--- src/rtl/core/arfg_pkg.sv ---
`timescale 1ns / 1ps
// ----------------------------------------------------------------------------
// arfg_pkg
// Shared widths, codes and constants for the audio sample ring with gain.
// ----------------------------------------------------------------------------
package arfg_pkg;

    localparam int SAMPLE_W   = 16;
    localparam int GAIN_W     = 16;
    localparam int FILL_W     = 13;
    localparam int OP_W       = 2;
    localparam int CFG_IDX_W  = 1;
    localparam int CFG_DATA_W = 16;

    localparam int DEFAULT_RING_DEPTH = 4096;

    // Q1.15 gain limits
    localparam logic [GAIN_W-1:0] GAIN_UNITY = 16'd32768;
    localparam logic [GAIN_W-1:0] GAIN_FLOOR = 16'd32;

    // Request operation codes
    localparam logic [OP_W-1:0] OP_WRITE = 2'd0;
    localparam logic [OP_W-1:0] OP_READ  = 2'd1;
    localparam logic [OP_W-1:0] OP_CLEAR = 2'd2;

    // Configuration register indexes
    localparam logic [CFG_IDX_W-1:0] REG_GAIN = 1'd0;
    localparam logic [CFG_IDX_W-1:0] REG_MUTE = 1'd1;

endpackage

--- src/rtl/core/arfg_scale.sv ---
`timescale 1ns / 1ps
// ----------------------------------------------------------------------------
// arfg_scale
// Gain stage: registered Q1.15 multiply, then truncation toward zero and
// saturation to 16 bits. Also registers whether the write is kept.
// ----------------------------------------------------------------------------
module arfg_scale (
    input  logic                                  aclk,
    input  logic                                  load,
    input  logic signed [arfg_pkg::SAMPLE_W-1:0]  sample_in,
    input  logic        [arfg_pkg::GAIN_W-1:0]    gain,
    input  logic                                  mute,
    output logic                                  keep,
    output logic signed [arfg_pkg::SAMPLE_W-1:0]  sample_scaled
);
    import arfg_pkg::*;

    logic        [GAIN_W-1:0] gain_clamped;
    logic signed [32:0]       product_full;
    logic signed [31:0]       product_reg;
    logic signed [31:0]       product_next;
    logic                     keep_reg;
    logic                     keep_next;
    logic signed [31:0]       rounded;
    logic signed [16:0]       quotient;

    // Gain above unity acts as unity; low gain or mute drops the write
    always_comb begin
        gain_clamped = (gain > GAIN_UNITY) ? GAIN_UNITY : gain;
        product_full = sample_in * $signed({1'b0, gain_clamped});
        product_next = product_full[31:0];
        keep_next    = !mute && (gain_clamped > GAIN_FLOOR);
    end

    // Product register, loaded when a request is taken
    always_ff @(posedge aclk) begin
        if (load) begin
            product_reg <= product_next;
            keep_reg    <= keep_next;
        end
    end

    // Divide by 2^15 toward zero, then clamp
    always_comb begin
        rounded  = product_reg + (product_reg[31] ? 32'sd32767 : 32'sd0);
        quotient = 17'(rounded >>> 15);
        if (quotient > 17'sd32767) begin
            sample_scaled = 16'sh7fff;
        end else if (quotient < -17'sd32768) begin
            sample_scaled = 16'sh8000;
        end else begin
            sample_scaled = quotient[15:0];
        end
    end

    assign keep = keep_reg;

endmodule

--- config.mk ---
export PLATFORM = sky130hd
export DESIGN_NAME = arfg_scale
export DESIGN_NICKNAME = d
export VERILOG_FILES = /design/src/rtl/core/arfg_pkg.sv /design/src/rtl/core/arfg_scale.sv
export SDC_FILE = /design/constraint.sdc
export NUM_CORES = 1
export LEC_CHECK = 0
export BUFFER_PORTS_ARGS = -buffer_cell sky130_fd_sc_hd__buf_2
export CAP_MARGIN = 20
export CORE_MARGIN = 2
export CORE_UTILIZATION = 25
export CTS_BUF_LIST = sky130_fd_sc_hd__clkbuf_2 sky130_fd_sc_hd__clkbuf_4 sky130_fd_sc_hd__clkbuf_8
export CTS_CLUSTER_DIAMETER = 50
export CTS_CLUSTER_SIZE = 24
export DETAILED_ROUTE_END_ITERATION = 16
export GPL_ROUTABILITY_DRIVEN = 0
export PLACE_DENSITY = 0.53
export SLEW_MARGIN = 10
export SYNTH_ARGS = -nofsm -noshare
export SYNTH_HDL_FRONTEND = slang
export SYNTH_SLANG_ARGS = --single-unit
--- constraint.sdc ---
create_clock -name aclk -period 7.8 [get_ports aclk]
set_input_delay 1.56 -clock aclk [delete_from_list [all_inputs] [get_ports aclk]]
set_output_delay 1.56 -clock aclk [all_outputs]
set_load 0.05 [all_outputs]
Yosys cells after proc, flatten, opt, wreduce, memory -nomap -nowiden. Index checks and enable logic that the tools add are counted.

Register bits after elaboration: 33. Input bits: 35. Word-level logic and storage cells: 14.

Add/sub/neg operators: 1. $mul: 1. Magnitude comparators: 4. Muxes and demuxes: 4. Reductions and logical operators: 2.

Operators by type and width (number): $mux 16 (3); $add 32x16->32 (1); $mul 16x17->32 (1); $gt 17x16->1 const B (1); $lt 17x16->1 const B (1); $gt 16x16->1 const B (1); $gt 16x6->1 const B (1); $mux 15 (1); $logic_and 1x1->1 (1); $logic_not 1->1 (1).

Logic depth before layout (Yosys ltp). Gate-level depths: netlist of the first run.

Word-level depth: 5. Depth in mapped cells: 28. Mapped depth without buffers: 26.

Worst setup path after synthesis of the first run. Ideal clock, no wire load.

Path type: input-to-reg. Start: input port gain[3] in the netlist's numbering. End: register product_reg[30] (data pin). Setup time: 0.258 ns. Arrival: 8.062 ns. Data required time: 7.542 ns. Path slack: -0.520 ns. Stages: 22. Path through: or4_1 > o41ai_1 > and2_1 > clkbuf_1 > nand2_1 > fa_1 > fa_1 > fa_1 > inv_1 > fa_1 > fa_1 > inv_1 > fa_1 > inv_1 > ha_1 > nand4_1 > or3_1 > a2111oi_4 > o21ai_2 > o2111ai_1 > a21oi_1 > xnor2_1.

Word-level cells in the longest chain between the ends: 3.

Ends and longest elaborated chain: from (decl) (RTL line arfg_scale.sv:11) `input logic [arfg_pkg::GAIN_W-1:0] gain,`; $gt 16x16->1 (RTL line arfg_scale.sv:29) `gain_clamped = (gain > GAIN_UNITY) ? GAIN_UNITY : gain;`; $mux 16 * (RTL line arfg_scale.sv:29); $mul 16x17->32 * (RTL line arfg_scale.sv:30) `product_full = sample_in * $signed({1'b0, gain_clamped});`; net product_full[30] (RTL line arfg_scale.sv:19) `logic signed [32:0] product_full;`; to (signal assigned) (RTL line arfg_scale.sv:38) `product_reg <= product_next;`; to (decl) (RTL line arfg_scale.sv:20) `logic signed [31:0] product_reg;`.

The timed path passes the listed nets; every way through them passes the cells marked *. A chain may end at the register's enable or synchronous reset.

Worst setup path in the final report of the first run.
Start: input port gain[12] in the netlist's numbering. End: register keep_reg, in the netlist keep (data pin).

Word-level cells in the longest chain between the ends: 4.

Ends and longest elaborated chain: $gt 16x16->1 (RTL line arfg_scale.sv:29); $mux 16 * (RTL line arfg_scale.sv:29); $gt 16x6->1 * (RTL line arfg_scale.sv:32) `keep_next = !mute && (gain_clamped > GAIN_FLOOR);`; $logic_and 1x1->1 * (RTL line arfg_scale.sv:32); net keep_next (RTL line arfg_scale.sv:23) `logic keep_next;`; to (signal assigned) (RTL line arfg_scale.sv:39) `keep_reg <= keep_next;`; to (decl) (RTL line arfg_scale.sv:22) `logic keep_reg;`.

Marks and branches as above.

==> flow_summary.json, run 1 <==
{
  "antennaDiodeCount": 0,
  "worstHoldEndpoint": "keep",
  "nets": 1655,
  "cts_max_level": 2,
  "p_per_area_nw_per_um2": 311,
  "combPwrFrac": 0.849,
  "largest_register_ffs": 32,
  "p_int_mw": 2.01,
  "setup_tns_ns": -0.120,
  "slew_headroom": 0.432,
  "io_buffers": 51,
  "die_w_um": 210,
  "core_area_um2": 41900,
  "critical_path_class": "input pin to register",
  "max_cap_viol_count": 0,
  "synth_cell_type_count": 53,
  "whs_path_depth": 2,
  "grt_pass1_vias": 8746,
  "outcome": "complete, but fails checks",
  "final_util": 0.303,
  "yosysWarnings": 0,
  "drive_gt1_frac": 0.188,
  "synth-async-reset-ratio": 0,
  "synth_edf_count": 33,
  "finalCritPeriodShare": 1.01,
  "hold_class": "input pin to register",
  "vias": 8155,
  "dr.pass1.iters": 5,
  "area_growth_pct": 19.8,
  "rows": 75,
  "p_seq_frac": 0.109,
  "synth_cells": 1159,
  "ys_seq_area_frac": 0.0936,
  "worst_pin_slew_ns": 0.853,
  "critPathBufInv": 47,
  "synth_area_um2": 10600,
  "clk_pin_slew_ns": 0.07,
  "min_period_ns": 7.91,
  "hold_start": "mute",
  "dieHeight_um": 210,
  "cts_sinks": 33,
  "rsz0062_at_grt": "yes",
  "detail-route-antenna-nets": 0,
  "cp-start-kind": "input pin",
  "routedWlPerCell_um": 14.3,
  "grt_pass1_wl_um": 44300,
  "path_depth": 51,
  "slew_viol_final": 0,
  "finalSetupViolCount": 2,
  "grt_max_degree": 34,
  "syn_nets": 1519,
  "syn_area_per_cell_um2": 9.13,
  "worst_slack_ns": -0.107,
  "critPathRequiredTime_ns": 7.85,
  "pin_count": 52,
  "synthFlopType": "edfxtp_1",
  "crit_arrival_ns": 7.96,
  "grt_usage": 0.125,
  "die_area_um2": 44000,
  "cts_inserted_buffers": 5,
  "clkPwrFrac": 0.041,
  "path_delay_family": "buffers and inverters",
  "drc": 0,
  "p_leak_nw": 6.28,
  "clockBufferDepth": 2,
  "dp_hpwl_um": 21400,
  "cts_tree": "done",
  "slowest_stage": "nor4_4",
  "viasPerCell": 4.44,
  "start_util": 0.253,
  "cts_root_buf": "clkbuf_8",
  "wl_um": 26300,
  "drt_first_iter_violations": 446,
  "max_clock_freq_mhz": 126,
  "crit_top_cell": "buf_4",
  "sw_frac_of_total": 0.488,
  "ys_seq_elements": 33,
  "power_switching_mw": 1.92,
  "max_stage_delay_ns": 0.29,
  "path_max_fanout": 2,
  "critPathCaptureType": "register",
  "vdd_ir_drop_max_uv": 265,
  "antenna_found_initial": 0,
  "hold_buffers": 0,
  "overflow": 0,
  "startpoint": "gain[12]",
  "failed_checks": "setup timing",
  "hold_viol_final": 0
}
power groups by stage:
| stage | Clock [mW] | Combinational, mW | Sequential [mW] |
|---|---|---|---|
| detailed placement | 0 | 3.18 | 0.435 |
| global placement | 0 | 3.17 | 0.433 |
| CTS | 0.169 | 3.23 | 0.431 |
| finish | 0.163 | 3.34 | 0.431 |
| global route | 0.177 | 3.78 | 0.439 |
| floorplan | 0 | 2.23 | 0.417 |
synth_stat cells (12+ instances only):
cell type,count,share of area
a21oi_1,36,0.017
and2_1,118,0.070
and3_1,12,0.0071
clkbuf_1,38,0.013
edfxtp_1,33,0.094
fa_1,194,0.37
ha_1,131,0.15
inv_1,250,0.089
nand2_1,139,0.049
nor2_1,28,0.0099
nor2b_1,18,0.011
o21ai_0,19,0.0090
xnor2_1,34,0.028
cell families after synthesis:
family / after synthesis / synth area share
muxes: 1 / 0.00142
xor gates and xnor gates: 42 / 0.0348
AOI/OAI and AO/OA: 115 / 0.0755
DFF: 33 / 0.0936
and+or+nand+nor: 353 / 0.169
buffers and inverters: 290 / 0.104
adders and majority gates: 325 / 0.522
layer usage:
metal / part of all wire / GRT usage / up-vias
li1: - / - / 3831
met1: 0.46 / 0.168 / 4162
met2: 0.50 / 0.217 / 134
met3: 0.033 / 0.0178 / 28
met4: 0.014 / 0.0196 / 0
met5: 0 / 0 / -
layout by cell type, fill, tap and decap left out, drive strengths merged, types with 6 or more instances in the layout:
master,count
a21o,11
a21oi,48
and2,118
and3,12
buf,169
clkbuf,6
edfxtp,33
fa,194
ha,131
inv,250
nand2,139
nand2b,8
nand3,11
nor2,28
nor2b,18
nor3,6
o21ai,21
o21bai,6
xnor2,34
xor2,8
worst max path at each step:
stage	slack (ns)	end
global route	-0.20	product_reg[30]
global placement	-0.38	product_reg[31]
floorplan	0.006	product_reg[30]
CTS	0.02	product_reg[31]
finish	-0.11	keep
detailed placement	-0.50	product_reg[31]
timing repair:
action / in CTS / in global routing
buffers inserted: 48 / 4
resized for setup: 7 / 32
endpoints found under the setup margin: 4 / 12
cloned: 0 / 0
pin swaps: 5 / 37
endpoints found under the hold margin: 0 / 0
metrics by stage:
step / area (um^2) / hold slack (ns) / instances / setup WS (ns) / power [mW]
finish: 12700 / 1.54 / 1835 / -0.107 / 3.94
global placement: 12000 / 1.87 / 1778 / -0.380 / 3.60
CTS: 12500 / 1.53 / 1834 / 0.0232 / 3.83
floorplan: 10700 / 1.67 / 1159 / 0.00574 / 2.65
detailed placement: 12000 / 1.86 / 1778 / -0.498 / 3.61
global route: 12700 / 1.53 / 1835 / -0.200 / 4.39
cell type report:
cell class | instances | area (um^2)
clock buffer | 6 | 76.3
multi-input combinational | 836 | 8730
inverter | 250 | 938
tap | 539 | 674
sequential | 33 | 991
timing repair buffer | 169 | 1230
fill | 4409 | 29200
clock inverter | 2 | 33.8
Note: power is estimated with default switching activity, not from simulation.
==> inputs of run 2 (changes only) <==
RECOVER_POWER = 50   (was unset)
==> run 2 against run 1 <==
Net effect: the flow finishes with violations (capacitance limit, slew limit, setup timing); combinational power barely moved; sequential share of layout area barely moved; design area barely moved; setup slack barely moved; global-route usage did not move; fmax barely moved; clock power barely moved; power barely moved; utilization barely moved; routed wire length barely moved; sequential power barely moved; via count rose by 0.13%.
==> flow_summary.json, run 2 (synthesis gave the netlist of run 1 again) <==
{
  "outcome": "complete, but fails checks",
  "failed_checks": "capacitance limit, slew limit, setup timing",
  "setup.worst_path.end": "keep",
  "dieHeight_um": 210,
  "slowest_stage": "nor4_4",
  "path_delay_family": "buffers and inverters",
  "worst_pin_slew_ns": 1.88,
  "crit_top_cell": "buf_4",
  "p_int_mw": 2.01,
  "slew_viol_final": 34,
  "routedWlPerCell_um": 14.4,
  "final_common_cell": "inv_1",
  "p_per_area_nw_per_um2": 311,
  "hold_start": "mute",
  "clockBufferDepth": 2,
  "max_cap_viol_count": 1,
  "finalCritPeriodShare": 1.01,
  "vias": 8166,
  "cts_inserted_buffers": 5,
  "drc": 0,
  "cts_max_level": 2,
  "drt_first_iter_violations": 431,
  "p_seq_frac": 0.110,
  "max_stage_delay_ns": 0.29,
  "die_w_um": 210,
  "cts_tree": "done",
  "path_max_fanout": 2,
  "largest_register_ffs": 32,
  "vdd_ir_drop_max_uv": 265,
  "p_leak_nw": 6.27,
  "start_util": 0.253,
  "core_area_um2": 41900,
  "place_ws_ns": -0.498,
  "setup_tns_ns": -0.122,
  "grt_max_degree": 34,
  "viasPerCell": 4.45,
  "io_buffers": 51,
  "rsz0062_at_grt": "yes",
  "critPathRequiredTime_ns": 7.85,
  "final_util": 0.303,
  "critPathCaptureType": "register",
  "cts_root_buf": "clkbuf_8",
  "grt_pass1_vias": 8746,
  "slew_headroom": -0.251,
  "grt_usage": 0.125,
  "worst_slack_ns": -0.106,
  "clkPwrFrac": 0.041,
  "final_cell_mix": "inv_1 (244), fa_1 (189), nand2_1 (136)",
  "path_depth": 51,
  "detail-route-antenna-nets": 0,
  "antenna_found_initial": 0,
  "crit_arrival_ns": 7.96,
  "dp_hpwl_um": 21400,
  "cts_sinks": 33,
  "clk_pin_slew_ns": 0.07,
  "dr.pass1.iters": 5,
  "combPwrFrac": 0.849,
  "hold_viol_final": 0,
  "startpoint": "gain[12]",
  "wl_um": 26300,
  "dpl-instance-area_um2": 12000,
  "critical_path_class": "input pin to register",
  "antennaDiodeCount": 0,
  "hold_class": "input pin to register",
  "min_period_ns": 7.91,
  "critPathBufInv": 47,
  "die_area_um2": 44000,
  "finalSetupViolCount": 2,
  "cp-start-kind": "input pin",
  "area_growth_pct": 19.7,
  "nets": 1655,
  "max_clock_freq_mhz": 126,
  "hold_buffers": 0,
  "rows": 75,
  "sw_frac_of_total": 0.488,
  "drive_gt1_frac": 0.185,
  "hold_ws_ns": 1.54,
  "overflow": 0,
  "final_area_um2": 12700,
  "pin_count": 52,
  "grt_pass1_wl_um": 44300,
  "power_switching_mw": 1.92
}
-- run 2: changes by cell type in the layout (fill, tap and decap cells not counted), sizes merged --
cell / previous run / this run
clkbuf: 6 / 9
buf: 169 / 166
-- run 2: timing repair --
| item | in CTS | in global routing |
|---|---|---|
| pin swaps | 5 | 37 |
| resized for setup | 7 | 32 |
| setup endpoints to repair | 4 | 12 |
| cloned | 0 | 0 |
| buffers inserted | 48 | 4 |
-- run 2: worst min-delay path by stage --
stage	endpoint	slack, ns	depth (start not counted)
after floorplan	keep	1.67	0
after detailed placement	keep	1.86	2
after global routing	keep	1.53	2
after global placement	keep	1.87	2
final	keep	1.54	2
after CTS	keep	1.53	2
-- run 2: final cells by class --
type	count	area (um^2)
clock buffer	6	76.3
clock inverter	2	33.8
fill	4411	29200
inverter	250	938
multi-input combinational	836	8730
sequential	33	991
tap	539	674
timing repair buffer	169	1230
-- run 2: power groups by stage --
stage	Combinational [mW]	Sequential (mW)	Clock, mW
2_1_floorplan	2.23	0.417	0
3_3_place_gp	3.17	0.433	0
3_5_place_dp	3.18	0.435	0
6_report	3.34	0.431	0.163
4_1_cts	3.23	0.431	0.169
5_1_grt	3.78	0.439	0.177
-- run 2: metrics by stage --
stage	instances	power (mW)
floorplan	1159	2.65
global placement	1778	3.60
detailed placement	1778	3.61
CTS	1834	3.83
global route	1835	4.39
finish	1835	3.94
-- run 2: metal layers --
metal | wire, um | vias to the layer above | track usage | part of all wire
met5 | 0 | - | 0 | 0
met4 | 376 | 0 | 0.0196 | 0.014
met3 | 905 | 30 | 0.0178 | 0.034
met2 | 13000 | 148 | 0.217 | 0.50
met1 | 12000 | 4156 | 0.168 | 0.46
li1 | - | 3832 | - | -
